File: src/design/psht_pkg.sv
// Shared types and constants for the polar sector hit test.
// Holds register codes, fixed field widths and the CORDIC arctangent table.
// No dependencies.
`default_nettype none

package psht_pkg;

  // Fixed widths of the configuration registers and result fields.
  localparam int CFG_COORD_W = 10;
  localparam int CFG_COUNT_W = 7;
  localparam int CFG_GAP_W   = 16;
  localparam int CFG_DATA_W  = 16;
  localparam int CFG_IDX_W   = 3;
  localparam int RAD2_W      = 2 * CFG_COORD_W;
  localparam int SECTOR_IDX_W = 6;
  localparam int Z_W         = 32;
  localparam int ATAN_ENTRIES = 20;

  // Register reset values.
  localparam logic [CFG_COORD_W-1:0] CENTER_X_RST = 10'd120;
  localparam logic [CFG_COORD_W-1:0] CENTER_Y_RST = 10'd120;
  localparam logic [CFG_COORD_W-1:0] OUTER_R_RST  = 10'd120;
  localparam logic [CFG_COORD_W-1:0] INNER_R_RST  = 10'd0;
  localparam logic [CFG_COUNT_W-1:0] COUNT_RST    = 7'd12;
  localparam logic [CFG_GAP_W-1:0]   GAP_RST      = 16'd0;

  typedef enum logic [CFG_IDX_W-1:0] {
    CFG_CENTER_X     = 3'd0,
    CFG_CENTER_Y     = 3'd1,
    CFG_OUTER_RADIUS = 3'd2,
    CFG_INNER_RADIUS = 3'd3,
    CFG_SECTOR_COUNT = 3'd4,
    CFG_GAP_ANGLE    = 3'd5
  } psht_cfg_e;

  // Side information that travels with a point through the pipeline.
  typedef struct packed {
    logic in_ring;    // distance lies within both radii
    logic at_center;  // point sits exactly on the dial centre
  } psht_flags_t;

  // atan(2^-i) in units of 2^-32 of a full turn.
  localparam logic [Z_W-1:0] ATAN_TURNS [ATAN_ENTRIES] = '{
    32'h20000000, 32'h12E4051E, 32'h09FB385B, 32'h051111D4, 32'h028B0D43,
    32'h0145D7E1, 32'h00A2F61E, 32'h00517C55, 32'h0028BE53, 32'h00145F2F,
    32'h000A2F98, 32'h000517CC, 32'h00028BE6, 32'h000145F3, 32'h0000A2F9,
    32'h0000517D, 32'h000028BE, 32'h0000145F, 32'h00000A30, 32'h00000518
  };

endpackage

`default_nettype wire

File: src/design/psht_front.sv
// Front end: offsets from the centre, ring test and the CORDIC start vector.
// Three registered stages. Depends on psht_pkg.
`default_nettype none

module psht_front #(
  parameter int COORD_BITS    = 10,
  parameter int CORDIC_STAGES = 16
) (
  input  logic                              clk_i,
  input  logic                              rst_ni,
  input  logic                              valid_i,
  output logic                              ready_o,
  input  logic [COORD_BITS-1:0]             point_x_i,
  input  logic [COORD_BITS-1:0]             point_y_i,
  input  logic [psht_pkg::CFG_COORD_W-1:0]  center_x_i,
  input  logic [psht_pkg::CFG_COORD_W-1:0]  center_y_i,
  input  logic [psht_pkg::RAD2_W-1:0]       hi2_i,
  input  logic [psht_pkg::RAD2_W-1:0]       lo2_i,
  output logic                              valid_o,
  input  logic                              ready_i,
  output logic signed [((COORD_BITS > psht_pkg::CFG_COORD_W) ? COORD_BITS
                        : psht_pkg::CFG_COORD_W) + CORDIC_STAGES + 2:0] x_o,
  output logic signed [((COORD_BITS > psht_pkg::CFG_COORD_W) ? COORD_BITS
                        : psht_pkg::CFG_COORD_W) + CORDIC_STAGES + 2:0] y_o,
  output logic [psht_pkg::Z_W-1:0]          z_o,
  output psht_pkg::psht_flags_t             flags_o
);
  import psht_pkg::*;

  localparam int DW  = ((COORD_BITS > CFG_COORD_W) ? COORD_BITS : CFG_COORD_W) + 1;
  localparam int XW  = DW + CORDIC_STAGES + 2;
  localparam int SQW = 2 * DW - 2;
  localparam logic [Z_W-1:0] HALF_TURN = 32'h8000_0000;

  // Stage 0: centre offsets.
  logic                 v0_q, r0;
  logic signed [DW-1:0] dx_q, dy_q;

  // Stage 1: squares and the start vector.
  logic                   v1_q, r1;
  logic [SQW-1:0]         sqx_q, sqy_q;
  logic signed [2*DW-1:0] sqx_w, sqy_w;
  logic signed [XW-1:0]   dxe, dye, x1_d, y1_d, x1_q, y1_q;
  logic [Z_W-1:0]         z1_d, z1_q;
  logic                   ctr1_q;

  // Stage 2: ring test.
  logic                 v2_q, r2;
  logic [SQW:0]         d2;
  logic signed [XW-1:0] x2_q, y2_q;
  logic [Z_W-1:0]       z2_q;
  psht_flags_t          flags2_q;

  assign r2      = !v2_q || ready_i;
  assign r1      = !v1_q || r2;
  assign r0      = !v0_q || r1;
  assign ready_o = r0;

  assign sqx_w = dx_q * dx_q;
  assign sqy_w = dy_q * dy_q;
  assign dxe   = XW'(dx_q);
  assign dye   = XW'(dy_q);

  // A vector pointing downwards is first turned by a half turn.
  always_comb begin
    if (!dy_q[DW-1] && (dy_q != '0)) begin
      x1_d = dye <<< CORDIC_STAGES;
      y1_d = -(dxe <<< CORDIC_STAGES);
      z1_d = HALF_TURN;
    end else begin
      x1_d = -(dye <<< CORDIC_STAGES);
      y1_d = dxe <<< CORDIC_STAGES;
      z1_d = '0;
    end
  end

  assign d2 = (SQW+1)'(sqx_q) + (SQW+1)'(sqy_q);

  always_ff @(posedge clk_i or negedge rst_ni) begin
    if (!rst_ni) begin
      v0_q <= 1'b0;
      v1_q <= 1'b0;
      v2_q <= 1'b0;
    end else begin
      if (r0) begin
        v0_q <= valid_i;
      end
      if (r1) begin
        v1_q <= v0_q;
      end
      if (r2) begin
        v2_q <= v1_q;
      end
    end
  end

  always_ff @(posedge clk_i) begin
    if (r0 && valid_i) begin
      dx_q <= DW'(point_x_i) - DW'(center_x_i);
      dy_q <= DW'(point_y_i) - DW'(center_y_i);
    end
    if (r1 && v0_q) begin
      sqx_q  <= sqx_w[SQW-1:0];
      sqy_q  <= sqy_w[SQW-1:0];
      x1_q   <= x1_d;
      y1_q   <= y1_d;
      z1_q   <= z1_d;
      ctr1_q <= (dx_q == '0) && (dy_q == '0);
    end
    if (r2 && v1_q) begin
      x2_q               <= x1_q;
      y2_q               <= y1_q;
      z2_q               <= z1_q;
      flags2_q.at_center <= ctr1_q;
      flags2_q.in_ring   <= !((d2 > (SQW+1)'(hi2_i)) || (d2 < (SQW+1)'(lo2_i)));
    end
  end

  assign valid_o = v2_q;
  assign x_o     = x2_q;
  assign y_o     = y2_q;
  assign z_o     = z2_q;
  assign flags_o = flags2_q;

endmodule

`default_nettype wire

File: config.mk
export PLATFORM = sky130hd
export DESIGN_NAME = psht_front
export DESIGN_NICKNAME = d
export VERILOG_FILES = /design/src/design/psht_pkg.sv /design/src/design/psht_front.sv
export SDC_FILE = /design/constraint.sdc
export NUM_CORES = 1
export LEC_CHECK = 0
export ABC_AREA = 1
export ABC_CLOCK_PERIOD_IN_PS = 7320
export BUFFER_PORTS_ARGS = -buffer_cell sky130_fd_sc_hd__clkbuf_2
export CORE_UTILIZATION = 60
export DETAILED_ROUTE_END_ITERATION = 10
export GPL_ROUTABILITY_DRIVEN = 0
export PLACE_DENSITY = 0.82
export SYNTH_ARGS = -nofsm -noshare
export SYNTH_HDL_FRONTEND = slang
export SYNTH_SLANG_ARGS = --single-unit
export TNS_END_PERCENT = 5
File: constraint.sdc
create_clock -name clk_i -period 7.32 [get_ports clk_i]
set_input_delay 1.098 -clock clk_i [delete_from_list [all_inputs] [get_ports clk_i]]
set_output_delay 1.098 -clock clk_i [all_outputs]
set_load 0.01 [all_outputs]
# Yosys cells after proc, flatten, opt, wreduce, memory -nomap -nowiden
# Index checks and enable logic that the tools add are counted.
[word_totals]
ff_bits = 248
input_bits = 84
out_inout_bits = 94
wordCells = 47
[op_classes]
addsub = 5
mul = 2
magnitude_cmp = 2
mux = 3
reduce_logical = 17
[ops]
columns = ["operator", "count"]
rows = [
  ["29-bit two-way mux", 2],
  ["27-bit negation with 29-bit output", 2],
  ["11-bit by 11-bit multiplier with 20-bit output", 2],
  ["32-bit two-way mux", 1],
  ["11-bit logical NOT", 2],
  ["10-bit by 10-bit subtractor with 11-bit output", 2],
  ["20-bit by 20-bit adder with 21-bit output", 1],
  ["21-bit by 20-bit greater-than comparator with 1-bit output", 1],
  ["21-bit by 20-bit less-than comparator with 1-bit output", 1],
  ["11-bit nonzero test", 1],
  ["1-bit logical AND", 5],
  ["1-bit logical NOT", 5],
  ["1-bit logical OR", 4],
]

# Depth between registers and ports, before layout
[depth]
ltp_word = 5
ltp_mapped = 23
ltp_nobuf = 23

# Least setup slack after synthesis
# Ideal clock, no wire load.
[synth_timing]
kind = "register -> register"
from = "reg dy_q[10]"
to = "reg sqy_q[17], data pin"
setup_time_ns = 0.260
arrival_ns = 5.004
required_time_ns = 7.060
path_slack_ns = 2.056
stages_incl_launch_ff = 19
n_path_buf = 2
period_less_slack_ns = 5.264
cell_sequence = "edfxtp_1 buf_2 inv_1 clkbuf_1 or2_2 fa_1 inv_1 fa_1 fa_1 fa_1 inv_1 fa_1 inv_1 ha_1 a21oi_1 o21ai_0 a221oi_1 nand2_1 xor2_1"
[synth_via]
elab_chain_cells = 1
[synth_lines]
columns = ["element", "line", "source"]
rows = [
  ["start: declaration", "psht_front.sv:37", "logic signed [DW-1:0] dx_q, dy_q;"],
  ["start signal: assignment", "psht_front.sv:100", "dy_q <= DW'(point_y_i) - DW'(center_y_i);"],
  ["11-bit by 11-bit multiplier with 20-bit output", "psht_front.sv:60", "assign sqy_w = dy_q * dy_q;"],
  ["via sqy_w[17]", "psht_front.sv:42", "logic signed [2*DW-1:0] sqx_w, sqy_w;"],
  ["end signal: assignment", "psht_front.sv:104", "sqy_q <= sqy_w[SQW-1:0];"],
  ["end: declaration", "psht_front.sv:41", "logic [SQW-1:0] sqx_q, sqy_q;"],
]
# The timed path passes the listed nets, and every way through them passes these cells.
# A chain may end at the register's enable or synchronous reset.

# Worst setup path after layout
[layout_timing]
from = "reg dy_q[10]"
to = "reg sqy_q[15], data pin"
# The elaborated chain is that of the path after synthesis.

==> metrics.md <==
| Metric | Value |
|---|---|
| Tmin final | 5710 ps |
| Syn Inst Count | 1,733 |
| Synth area leader | fa_1 |
| Commonest non-fill, non-tap cell in the layout | inv_1 |
| Routed wl met2 | 15.9 mm |
| Reg2reg setup slack | 1610 ps |
| Hold Crit Start | ctr1_q |
| Hpwl dp | 25.3 mm |
| GR Util All Layers | 25.8% |
| Num CTS Buffers | 17 |
| Area grow syn2layout | 8.37% |
| Rel. slew slack | 16.6% |
| # diodes | 0 |
| Pins Over Slew Limit | 0 |
| Metal3 WL | 2.06 mm |
| Seq. cell area | 0.00353 mm^2 |
| Setup-failing EPs final | 0 |
| Die area | 0.0262 mm^2 |
| Post_cts resized | 0 |
| Metal-1 WL | ~13 mm |
| Area of the multi-input gates | 0.00958 mm^2 |
| Crit-path cells | inv_1 -> nor2_1 -> xnor2_1 -> ha_1 -> inv_1 -> fa_1 -> fa_1 -> inv_1 -> fa_1 -> inv_1 -> fa_1 -> inv_1 -> ha_1 -> a21oi_1 -> o21a_1 -> nand2_1 -> nand2_1 -> nand2_1 -> a21oi_1 -> o21ai_1 -> xor2_1 |
| Yosys warns | 0 |
| DR vias/cell | 5.10 |
| I/O pin total | 178 |
| Gr ovfl total | 0 |
| TritonCTS clock tree | built |
| Reg2Reg Depth | 21 |
| First-pass GRT wire length | 52.6 mm |
| Final #Nets | 2,282 |
| Longest Clk Path Bufs | 2 |
| Hold Buf Count CTS | 0 |
| Top Family by Delay on Critical Path | adder cells |
| Fillers | 1,880 |
| Initial DRT Pass Iterations | 6 |
| Number of synthesized flops with an enable pin | ~120 |
| Status | complete, no violations |
| Post-synthesis sequential element count | approximately 120 |
| Skew final | 6.88 ps |
| Vias | 11,118 |
| Layout cells sized above 1 | 8.91% |
| Register area share after synthesis | 23.0% |
| Root Driver | clkbuf_16 |
| Worst EP arrival | 5870 ps |
| Num rows | 58 |
| Mapped Area | 0.0153 mm^2 |
| First-iteration detailed-routing DRC count | roughly 810 |
| Core Box Area | 0.0251 mm^2 |
| Die X | approximately 160 um |
| Wire per inst | between 10 and 15 um |
| Initial antenna violation count | 0 |
| Final period util | between 70% and 80% |
| ANT nets after route | 0 |
| RR Startpoint | dy_q[10] |
| Remaining DRCs | 0 |
| Critical Path RT | roughly 7500 ps |
| Top Metal Used | met4 |
| Clock-pin slew on the worst setup and hold paths | approximately 60 ps |
| CTS sink cnt | 118 |
| Post-CTS Setup Bufs | 0 |
| Number of global-route vias before repair | 11,468 |
| Largest net degree at the start of global routing | 52 |
| Hold crit path type | register to register |
| Critical path peak fanout | 15 |
| Worst path bufs/invs | 5 |
| Post-synth ARST share | 2.54% |
| Slowest cell delay on critical path | about 700 ps |
| Most frequent cells in the layout | inv_1 (497), nand2_1 (282), fa_1 (190) |
| Port bufs | 114 |
| Critical Path Sink Type | register |
| Yosys top cell area share | 24.8% |
| Main area contributors after synthesis | fa_1 (25%), edfxtp_1 (23%), ha_1 (14%) |
| CP max-delay cell | edfxtp_1 |
| DRT Wirelength | 31.9 mm |
| Worst R2R End | sqy_q[15] |
| Fin Setup TNS | 0 ps |
| Chip height | 162 um |
| Max-cap violations | 0 |
| Worst Hold Path EP | flags_o[0] |
| Number of H-tree levels | 4 |
| Most used cell, CP | inv_1 |
| Count of final hold-check violations | 0 |
| Syn avg cell area | between 8 and 9 um^2 |
| Cell variety after synth | 42 |
| WS Path Type | register to register |
| Synth Flop Type | edfxtp_1 |
| Hold path cells | 0 |
| RSZ-0062 raised after global routing | false |
| Fmax | 0.175 GHz |
| Initial Util | 61.0% |
| Crit path launch type | register |
| Skew-Pair Late Insertion Delay | around 430 ps |
| Measured slew at the worst slew-check pin | 1250 ps |
-- through the flow --
stage	area (um^2)	cells	hold slack, ps	setup slack (ps)	util [%]
final	16600	2182	418	1610	66.2
after global routing	16600	2182	417	1300	66.2
after CTS	16600	2182	416	1620	66.2
after detailed placement	16000	2150	405	1750	63.6
after global placement	16000	2150	406	1900	63.6
after floorplan	15600	1796	400	2060	-
-- how the worst max path moves through the flow --
stage	slack [ps]	endpoint	cells after the start	start
6_report	1610	sqy_q[15]	21	dy_q[10]
5_1_grt	1300	sqy_q[15]	21	dy_q[10]
4_1_cts	1620	sqy_q[15]	21	dy_q[10]
3_5_place_dp	1750	sqy_q[15]	21	dy_q[10]
3_3_place_gp	1900	sqy_q[17]	16	dy_q[10]
2_1_floorplan	2060	sqy_q[17]	18	dy_q[10]
-- kinds of logic (layout without fill, tap and decap cells) --
group                      Yosys count  in the layout  synth area share, %
adders and majority gates          359            359                 38.6
DFF                                118            118                 23.0
buffers and inverters              593            649                 16.1
xor gates and xnor gates           106            106                 6.06
other                                1             64               0.0245
muxes                                1              1               0.0735
and+or+nand+nor                    406            406                 10.8
AOI/OAI and AO/OA                  149            149                 5.35
-- state kept, by name, summed over array words and instances, names as in the netlist --
name and flops:
v0_q 1, ctr1_q 1, z1_q 1, flags_o 2, y_o 13, x_o 13, v1_q 1, y1_q 12
sqy_q 19, dy_q 11, valid_o 1, sqx_q 19, x1_q 12, z_o 1, dx_q 11
-- layout make-up --
cell class	instances	area share (%)
Inverter	502	11.3
Tap cell	330	2.49
Clock inverter	13	1.19
Clock buffer	19	2.61
Timing Repair Buffer	115	3.48
Multi-Input combinational cell	1085	57.7
Sequential cell	118	21.2
-- routing by layer --
metal,vias up,GRT usage [%]
met5,-,0
met1,5234,30.3
li1,5298,-
met2,490,45.8
met3,96,4.65
met4,0,12.0
-- cells in the mapped netlist (2+ instances only) --
cell type and n:
a211oi_1 4, or2_2 3, clkbuf_1 26, o21a_1 3
o211ai_1 3, inv_1 498, a31o_2 2, nor2_4 2
inv_2 3, o21ai_0 35, nor4_1 3, edfxtp_1 115
ha_1 169, buf_4 63, xnor2_1 37, a21o_1 2
a31oi_1 6, nor2_2 3, xor2_1 69, dfrtp_1 3
a21oi_1 81, nand3_1 28, nand2_1 282, a21boi_0 3
nand4_1 6, o21ai_1 4, nor3_1 10, fa_1 190
o31ai_1 3, nand2_2 2, nor2_1 64
Power is left out: the tool's default activity adds up to more than one toggle a clock period on the data nets, which glitch-free logic cannot reach.
